<file path="src/hw/rtl/bscc_pkg.sv">
package bscc_pkg;

   localparam int DEF_MAX_FEATURES = 256;
   localparam int DEF_NODE_DEPTH   = 4096;
   localparam int DEF_WEIGHT_DEPTH = 4096;
   localparam int DEF_MAX_CLASSES  = 16;
   localparam int QUEUE_DEPTH      = 4;

   localparam logic [7:0] CHAIN_CODE = 8'hff;

   typedef enum logic [1:0] {
      FUNC_NODE    = 2'd0,
      FUNC_WEIGHT  = 2'd1,
      FUNC_CLASS   = 2'd2,
      FUNC_FEATURE = 2'd3
   } func_type;

   typedef struct packed {
      logic [1:0]         func;
      logic [11:0]        addr;
      logic [7:0]         node_dim;
      logic signed [15:0] node_thr;
      logic [7:0]         left_leaf;
      logic [7:0]         right_leaf;
      logic signed [15:0] data_value;
      logic [8:0]         tree_count;
      logic [7:0]         split_count;
      logic [11:0]        node_base;
      logic [11:0]        weight_base;
      logic               last_feature;
   } item_type;

   typedef struct packed {
      logic push;
      logic full;
   } queue_ctl_type;

endpackage

</file>
<file path="src/hw/rtl/bscc_queue.sv">
module bscc_queue #(
   parameter int DEPTH = bscc_pkg::QUEUE_DEPTH
) (
   input  logic               clock,
   input  logic               reset,
   input  bscc_pkg::queue_ctl_type ctl,
   input  bscc_pkg::item_type wdata,
   input  logic               pop,
   output bscc_pkg::item_type rdata,
   output logic               empty,
   output logic               full
);
   import bscc_pkg::*;

   localparam int AW = (DEPTH > 1) ? $clog2(DEPTH) : 1;

   item_type        slot_ff [DEPTH];
   logic [AW-1:0]   wp_ff, wp_in, rp_ff, rp_in;
   logic [AW:0]     cnt_ff, cnt_in;

   assign empty = (cnt_ff == '0);
   assign full  = (cnt_ff == (AW+1)'(DEPTH));
   assign rdata = slot_ff[rp_ff];

   always_comb begin
      wp_in  = wp_ff;
      rp_in  = rp_ff;
      cnt_in = cnt_ff;
      if (ctl.push) begin
         wp_in = (wp_ff == AW'(DEPTH-1)) ? '0 : wp_ff + 1'b1;
      end
      if (pop) begin
         rp_in = (rp_ff == AW'(DEPTH-1)) ? '0 : rp_ff + 1'b1;
      end
      if (ctl.push && !pop) begin
         cnt_in = cnt_ff + 1'b1;
      end else if (!ctl.push && pop) begin
         cnt_in = cnt_ff - 1'b1;
      end
   end

   always_ff @(posedge clock) begin
      if (ctl.push) begin
         slot_ff[wp_ff] <= wdata;
      end
   end

   always_ff @(posedge clock) begin
      if (reset) begin
         wp_ff  <= '0;
         rp_ff  <= '0;
         cnt_ff <= '0;
      end else begin
         wp_ff  <= wp_in;
         rp_ff  <= rp_in;
         cnt_ff <= cnt_in;
      end
   end

   assert property (@(posedge clock) disable iff (reset) pop |-> !empty)
      else $error("pop from empty queue");
   assert property (@(posedge clock) disable iff (reset)
      (ctl.push && !pop && !full) |=> !empty)
      else $error("queue lost item");
   assert property (@(posedge clock) disable iff (reset) cnt_ff <= (AW+1)'(DEPTH))
      else $error("queue count overflow");
endmodule

</file>
<file path="config.mk">
export PLATFORM = sky130hd
export DESIGN_NAME = bscc_queue
export DESIGN_NICKNAME = d
export VERILOG_FILES = /design/src/hw/rtl/bscc_pkg.sv /design/src/hw/rtl/bscc_queue.sv
export SDC_FILE = /design/constraint.sdc
export NUM_CORES = 1
export LEC_CHECK = 0
export BUFFER_PORTS_ARGS = -buffer_cell sky130_fd_sc_hd__buf_2
export CORE_MARGIN = 5
export CORE_UTILIZATION = 35
export CTS_CLUSTER_SIZE = 14
export DETAILED_ROUTE_END_ITERATION = 10
export HOLD_SLACK_MARGIN = 0.06
export PLACE_DENSITY = 0.64
export SETUP_SLACK_MARGIN = 0.3
export SLEW_MARGIN = 20
export SYNTH_ARGS = -nofsm -noshare
export SYNTH_HDL_FRONTEND = slang
export SYNTH_SLANG_ARGS = --single-unit
</file>
<file path="constraint.sdc">
create_clock -name clock -period 4.35 [get_ports clock]
set_input_delay 0.435 -clock clock [delete_from_list [all_inputs] [get_ports clock]]
set_output_delay 0.435 -clock clock [all_outputs]
set_load 0.02 [all_outputs]
</file>
==> results of run 1 <==
-- final timing paths --
kind / from / end / slack, ns / cells after the start
worst max-delay path: flop / rdata[36] / 1.48 / 3
worst min-delay path: wdata[33] / slot_ff[1][33] / 0.10 / 1
worst max register to register: wp_ff[0] / slot_ff[0][23] / 2.27 / 4
worst min register to register: cnt_ff[2] / cnt_ff[2] / 0.52 / 2
-- placed cells by master (no fill, tap or decap), types with 6 or more instances in the layout --
cell type	instances
mux4_2	112
clkinv_2	7
buf_2	229
clkbuf_1	12
ha_1	6
nor2_1	7
clkinv_1	10
edfxtp_1	448
dfxtp_1	7
inv_6	7
dlygate4sd3_1	105
clkbuf_16	49
buf_4	6
buf_12	7
-- cells by family after synthesis --
kind of cell               after synthesis
adders and majority gates                7
DFF                                    457
xor gates and xnor gates                 2
buffers and inverters                   29
AOI/OAI and AO/OA                        3
muxes                                  116
and+or+nand+nor                         15
-- state kept, by name, indices dropped and copies added, names as in the netlist, named ones only --
register  count
wp_ff         2
slot_ff     448
rp_ff         2
cnt_ff        3
-- stage by stage --
step,power (mW),instances,instance area [um2]
6_report,9.974,1655,21080
5_1_grt,10.41,1655,21080
4_1_cts,10.15,1654,21080
3_5_place_dp,6.139,1461,18530
3_3_place_gp,6.118,1461,18530
2_1_floorplan,5.793,629,16690
-- power by group through the flow --
stage          combinational (mW)  clock, mW  sequential [mW]
2_1_floorplan               0.604          0             5.19
3_3_place_gp                0.926          0             5.19
3_5_place_dp                0.935          0             5.20
4_1_cts                      1.02       4.02             5.11
5_1_grt                      1.07       4.21             5.12
6_report                    0.991       3.88             5.11
-- metal layers --
layer,track usage [%],vias to the layer above
met5,0,-
met4,3.441,8
met3,4.609,69
met2,21.29,218
met1,16.53,4101
li1,-,3469
-- worst max-delay path: stages, from the launching register on --
cell     delay, ns
dfxtp_4       0.80
buf_4         0.48
mux4_2        0.38
buf_2         0.18
-- repair_timing --
action | in CTS | in global routing
hold endpoints to repair | 406 | 0
endpoints found under the setup margin | 0 | 0
hold buffers | 105 | 0
-- cell type report --
type / count / area, um2 / share of cell area [%]
sequential: 457 / 13640 / 64.70
multi-input combinational: 143 / 2778 / 13.18
timing repair buffer: 347 / 2382 / 11.30
clock buffer: 61 / 1271 / 6.030
tap: 615 / 769.5 / 3.650
clock inverter: 27 / 224.0 / 1.062
inverter: 4 / 15.01 / 0.07122
antenna: 1 / 2.502 / 0.01187
==> out/metrics.csv, run 1 <==
metric;value;unit
holdWs;0.1035;ns
worst_clock_skew;0.01595;ns
startpoint_type;flop;
ys_types;20;
grt_pass1_vias;8763;
gp_congestion;0.6618;
cts_buffers;48;
io_pins;231;
worstSetupEndpointType;primary output;
fin_crit_sh;65.88;%
synth-simple-area-share;0.4649;%
first_iter_violations;320;
yosysMostFrequentCell;edfxtp_1;
portBuffers;229;
ant_nets;0;
route.met2.wl;16240;um
worst_slew_pin_slew;0.8562;ns
firstDrtPassIters;6;
post-place-ws;1.994;ns
dieArea;52140;um2
power.switching;2.247;mW
status;completed;
yosys.area.top_type;edfxtp_1;
num_vias;7865;
synthMuxAreaShare;15.36;%
fmax;348.9;MHz
tritoncts;done;
cts_resized;0;
maxSlewHeadroom;42.92;%
clkPwrFrac;38.9;%
synth_nets;753;
crit_arrival;2.43;ns
core_area;47450;um2
power_leakage;7.109;nW
setup_tns;0;ns
clk_latency;0.56;ns
syn_avg_cell_area;26.53;um2
max_cap_violations;0;
ctsLongestPathBuffers;3;
crit_required;3.91;ns
final_hold_viol_count;0;
num-fill-cells;4033;
start_util;35.17;%
syn_inst;629;
grt_pass1_wl;52580;um
htreeDepth;2;
netlist_area;16690;um2
cts_sinks;457;
synth_top_family_by_area;multiplexers;
wl_met1;14170;um
synthXorXnorAreaFrac;0.1050;%
path_max_fanout;41;
ys_warn_count;0;
final_nets;1125;
hpwl;19410;um
setup_viol;0;
post_cts_buffers;0;
via_per_inst;4.752;
combPwrFrac;9.9;%
grt_setup_unrepaired;false;
ys_ff_latch;457;
dieHeight;228.3;um
highest_layer;met5;
setup_ws;1.484;ns
cts-root-buf;clkbuf_16;
synth_area_leaders;edfxtp_1, mux4_2, buf_12;
synthTopCellsByCount;edfxtp_1, mux4_2, buf_12, buf_2, dfxtp_1;
antenna_found_initial;5;
die_w;228.3;um
yosys.area.top_type_share;80.62;%
synthFlopType;edfxtp_1;
timing.final.crit_period;2.866;ns
syn2layout_area_growth;26.35;%
hold_path_class;in -> reg;
switching_share;22.53;%
p_int;7.727;mW
synthAdderAreaFrac;0.5699;%
drc;0;
path_clk_slew;0.06;ns
synth_compound_area_share;0.08998;%
overflow;0;
critPathKind;reg -> out;
power_density;473.1;nW/um2
wl_met3;2246;um
grt_max_degree;64;
peakVddDrop;0.3349;mV
grt_usage;12.95;%
slew_violations;0;
yosysSeqAreaShare;81.70;%
async_flop_share;0;%
wl_per_cell;20.22;um
num_rows;80;
wirelength;33460;um
final_util;44.44;%
drive_above_1_share;41.00;%
p_seq_share;51.2;%
synth_edf_count;448;
Note: power is estimated with default switching activity, not from simulation.
==> inputs of run 2 (changes only) <==
==> constraint.sdc (replaced) <==
create_clock -name clock -period 2.8 [get_ports clock]
set_input_delay 0.28 -clock clock [delete_from_list [all_inputs] [get_ports clock]]
set_output_delay 0.28 -clock clock [all_outputs]
set_load 0.02 [all_outputs]
==> run 2 against run 1 <==
Against the previous run: final area increased by 1.6%; via count rose by 0.72%; non-clock buffer count grew 27; register-to-register slack lost 1.3 ns; final cell count is 1.7% higher; combinational power up 64%; die area stayed put; count of clock-buffer cells in the layout fell by 3; wire length increased by 0.65%; first-iteration DRC count up 27%; total power increased by 54%; clock power increased by 49%; largest cell class unchanged.
==> out/metrics.csv, run 2 (same netlist as run 1, synthesis figures left out) <==
metric;value;unit;change
p_total;15.33;mW;was 9.974 mW
drive_above_1_share;41.31;%;was 41.00%
drc;0;;unchanged
setup_viol;0;;unchanged
num_vias;7922;;was 7,865
worst_slew_pin_slew;0.5873;ns;was 0.8562 ns
hold_path_class;in -> reg;;unchanged
reg_top3;slot_ff: 448 flops, cnt_ff: 3 flops;;unchanged
worst_clock_skew;0.01620;ns;was 0.01595 ns
wl_per_cell;20.01;um;was 20.22 um
cts_buffers;47;;was 48
maxSlewHeadroom;60.85;%;was 42.92%
ant_nets;0;;unchanged
io_pins;231;;unchanged
syn2layout_area_growth;28.33;%;was 26.35%
portBuffers;229;;unchanged
crit_arrival;2.09;ns;was 2.43 ns
setup_tns;0;ns;unchanged
power_leakage;7.245;nW;was 7.109 nW
slew_violations;0;;unchanged
placed_cells;1476;;was 1,461
peakVddDrop;0.4664;mV;was 0.3349 mV
top_register;slot_ff;;unchanged
path_max_fanout;28;;was 41
tritoncts;done;;unchanged
via_per_inst;4.707;;was 4.752
seq_area;13640;um2;unchanged
firstDrtPassIters;6;;unchanged
grt_max_degree;60;;was 64
final_cell_mix;edfxtp_1, buf_2, dlygate4sd3_1;;was edfxtp_1, buf_2, mux4_2
crit_required;2.52;ns;was 3.91 ns
power_density;715.7;nW/um2;was 473.1 nW/um2
clk_latency;0.57;ns;was 0.56 ns
critPathKind;reg -> out;;unchanged
num_rows;80;;unchanged
path_clk_slew;0.06;ns;about the same
status;completed;;unchanged
final_hold_viol_count;0;;unchanged
grt_pass1_vias;8646;;was 8,763
core_area;47450;um2;unchanged
whs_path_depth;2;;was 1
fmax;421.1;MHz;
dieArea;52140;um2;unchanged
start_util;35.17;%;unchanged
cts-root-buf;clkbuf_16;;unchanged
timing.final.crit_period;2.375;ns;
ctsLongestPathBuffers;3;;unchanged
grt_pass1_wl;52150;um;was 52,580 um
worstSetupEndpointType;primary output;;unchanged
dieHeight;228.3;um;unchanged
grt_usage;12.82;%;was 12.95%
layout_commonest_cell;edfxtp_1;;unchanged
fin_crit_sh;84.81;%;
grt_setup_unrepaired;false;;unchanged
die_w;228.3;um;unchanged
antenna_found_initial;4;;was 5
max_cap_violations;0;;unchanged
gp_congestion;0.6670;;was 0.6618
overflow;0;;unchanged
num-fill-cells;4029;;was 4,033
startpoint_type;flop;;unchanged
final_nets;1151;;was 1,125
instances_no_fill;1683;;was 1,655
wirelength;33680;um;was 33,460 um
holdWs;0.4662;ns;was 0.1035 ns
htreeDepth;2;;unchanged
multi_input_area;2778;um2;unchanged
largest_reg_flops;448;;unchanged
hpwl;20280;um;was 19,410 um
reg2regPathDepth;3;;was 4
cts_sinks;457;;unchanged
first_iter_violations;405;;was 320
[run 2: metrics by stage]
step                utilization (%)  worst slack [ns]  area (um2)
floorplan                         -            0.4260       16690
global placement              39.64            0.7734       18810
detailed placement            39.64            0.7568       18810
CTS                           45.12            0.3346       21410
global route                  45.12            0.3072       21410
finish                        45.13            0.4254       21410
[run 2: power by group]
part / switching [mW] / internal (mW) / leakage [nW]
sequential: 0.0770 / 7.84 / 4.19
combinational: 0.905 / 0.726 / 2.36
clock: 2.50 / 3.28 / 0.695
total: 3.48 / 11.8 / 7.25
[run 2: worst max-delay path, stage by stage (launching register included)]
cell     delay, ns
dfxtp_4       0.40
buf_12        0.13
buf_12        0.24
mux4_2        0.55
buf_2         0.18
[run 2: final timing paths]
check	from	slack, ns	end
max reg2reg	wp_ff[0]	1.01	slot_ff[3][29]
min	wdata[91]	0.47	slot_ff[1][91]
max	flop	0.43	rdata[77]
min reg2reg	cnt_ff[2]	0.52	cnt_ff[2]
[run 2: cell type report]
cell class	count	share of cell area, %
Sequential cell	457	63.70
Multi-Input combinational cell	143	12.97
Timing Repair Buffer	374	13.01
Inverter	4	0.07012
Clock inverter	29	0.9349
Tap cell	615	3.594
Clock buffer	58	5.685
Antenna cell	3	0.03506
[run 2: routing by layer]
layer	global-route usage, %	vias to the layer above	wire length, um
met4	3.347	2	708
li1	-	3533	-
met3	4.311	55	2178
met2	21.18	201	16590
met5	0	-	11
met1	16.46	4131	14190
[run 2: repair_timing]
item / 4_1_cts / 5_1_grt
endpoints found under the setup margin: 93 / 0
hold buffers: 115 / 0
endpoints found under the hold margin: 457 / 0
resized for setup: 0 / 0
setup buffers: 2 / 0
==> inputs of run 3 (changes only) <==
==> constraint.sdc (replaced) <==
create_clock -name clock -period 2.2 [get_ports clock]
set_input_delay 0.22 -clock clock [delete_from_list [all_inputs] [get_ports clock]]
set_output_delay 0.22 -clock clock [all_outputs]
set_load 0.02 [all_outputs]
==> run 3 against run 2 <==
Against the previous run: the flow now finishes with violations (setup timing); global-route usage grew 0.66 points; register-to-register slack lost 0.41 ns; critical path depth grew 1; clock skew grew 0.0020 ns; non-clock buffer count grew 6; sequential share of layout area shrank 1.5 points; final cell count grew 0.36%; die area is the same; final area grew 2.4%; worst hold slack lost 0.072 ns; combinational power grew 40%; critical path type unchanged; largest power group unchanged.
==> out/metrics.csv, run 3 (same netlist as run 1, synthesis figures left out) <==
metric;value;unit;change
power_leakage;7.440;nW;was 7.245 nW
critPathBufInv;4;;was 3
crit_required;1.98;ns;was 2.52 ns
fin_crit_sh;102.9;%;
maxSlewHeadroom;67.85;%;was 60.85%
drive_above_1_share;41.74;%;was 41.31%
hold_path_class;in -> reg;;unchanged
grt_max_degree;62;;was 60
crit_chain;buf_12 -> buf_12 -> buf_16 -> mux4_2 -> buf_6;;was buf_12 -> buf_12 -> mux4_2 -> buf_2
first_iter_violations;445;;was 405
p_total;20.16;mW;was 15.33 mW
io_pins;231;;unchanged
largest_reg_flops;448;;unchanged
worst_slew_pin_slew;0.4823;ns;was 0.5873 ns
timing.final.crit_period;2.263;ns;
worst_clock_skew;0.01818;ns;was 0.01620 ns
worstSetupEndpointType;primary output;;unchanged
fmax;441.9;MHz;
crit_arrival;2.04;ns;was 2.09 ns
r2r-end;slot_ff[2][42];;was slot_ff[3][29]
clk_latency;0.57;ns;about the same
start_util;35.17;%;unchanged
tritoncts;done;;unchanged
violations;setup timing;;
layout_commonest_cell;edfxtp_1;;unchanged
syn2layout_area_growth;31.37;%;was 28.33%
worst_path_dominant_cell_family;buffers and inverters;;unchanged
cts_sinks;457;;unchanged
final_cell_mix;edfxtp_1, buf_2, dlygate4sd3_1;;unchanged
cts_buffers;48;;was 47
wl_per_cell;21.00;um;was 20.01 um
hpwl;20260;um;was 20,280 um
setup_ws;-0.06313;ns;was 0.4254 ns
crit_path_frequent_cell;buf_12;;unchanged
path_max_fanout;9;;was 28
status;complete, but fails checks;;was completed
firstDrtPassIters;4;;was 6
gp_congestion;0.6917;;was 0.6670
startpoint_type;flop;;unchanged
via_per_inst;4.740;;was 4.707
wirelength;35470;um;was 33,680 um
max_stage_delay;0.50;ns;was 0.55 ns
cts-root-buf;clkbuf_16;;unchanged
portBuffers;229;;unchanged
grt_usage;13.48;%;was 12.82%
overflow;0;;unchanged
peakVddDrop;0.5782;mV;was 0.4664 mV
max_cap_violations;0;;unchanged
dieArea;52140;um2;unchanged
final_nets;1158;;was 1,151
placedInstanceArea;18700;um2;was 18,810 um2
die_w;228.3;um;unchanged
grt_setup_unrepaired;true;;was false
grt_pass1_vias;8904;;was 8,646
top_register;slot_ff;;unchanged
final_hold_viol_count;0;;unchanged
reg2regPathDepth;4;;was 3
r2r-start;wp_ff[0];;unchanged
ctsLongestPathBuffers;3;;unchanged
whs_endpoint;slot_ff[1][21];;was slot_ff[1][91]
whs_path_depth;2;;unchanged
crit_slowest_cell;mux4_2;;unchanged
rrSetupSlack;0.60;ns;was 1.01 ns
path_clk_slew;0.06;ns;about the same
reg_top3;slot_ff: 448 flops, cnt_ff: 3 flops;;unchanged
design_area;21920;um2;was 21,410 um2
power_density;919.6;nW/um2;was 715.7 nW/um2
final_util;46.20;%;was 45.13%
critPathKind;reg -> out;;unchanged
hold_start;wdata[21];;was wdata[91]
setup_viol;79;;was 0
drc;0;;unchanged
grt_pass1_wl;53920;um;was 52,150 um
num_vias;8006;;was 7,922
dieHeight;228.3;um;unchanged
num_rows;80;;unchanged
slew_violations;0;;unchanged
htreeDepth;2;;unchanged
antenna_found_initial;4;;unchanged
ant_nets;0;;unchanged
core_area;47450;um2;unchanged
==> run 3: through the flow <==
step	setup TNS, ns	hold slack [ns]	std cells	setup slack [ns]
6_report	-2.324	0.3943	1689	-0.06313
5_1_grt	-11.60	0.3838	1687	-0.1457
4_1_cts	-9.959	0.3440	1684	-0.1352
3_5_place_dp	0	0.4347	1471	0.3031
3_3_place_gp	0	0.4319	1471	0.3078
2_1_floorplan	0	0.2891	629	0.4044
==> run 3: routing by layer <==
metal  vias to the layer above  GRT usage (%)  share of wire, %
met3                        63          4.522               7.0
met2                       234          22.09                49
met4                         4          3.309               2.1
met1                      4148          17.56                42
met5                         -              0             0.059
li1                       3557              -                 -
==> run 3: where the power goes <==
group | total [mW] | switching, mW | internal (mW) | leakage, nW
clock | 7.79 | 3.22 | 4.57 | 0.732
combinational | 2.29 | 1.21 | 1.08 | 2.52
sequential | 10.1 | 0.102 | 9.98 | 4.19
==> run 3: repair_timing <==
action / in CTS / in global routing
buffers inserted: 6 / 0
gates resized for setup: 60 / 34
gates cloned: 4 / 2
hold buffers: 116 / 0
endpoints found under the setup margin: 112 / 112
hold endpoints to repair: 457 / 0
==> run 3: layout make-up <==
class,instances,area (um2)
antenna,3,7.507
clock buffer,63,1279
clock inverter,24,234.0
fill,3945,25530
inverter,4,15.01
multi-input combinational,143,2778
sequential,457,13640
tap,615,769.5
timing repair buffer,380,3197
==> run 3: how the worst max path moves through the flow <==
stage / depth (start not counted) / from / end
after global placement: 3 / flop / rdata[40]
after CTS: 4 / flop / rdata[83]
after detailed placement: 3 / flop / rdata[36]
after global routing: 4 / flop / rdata[4]
final: 5 / flop / rdata[72]
after floorplan: 2 / wp_ff[0] / slot_ff[3][0]
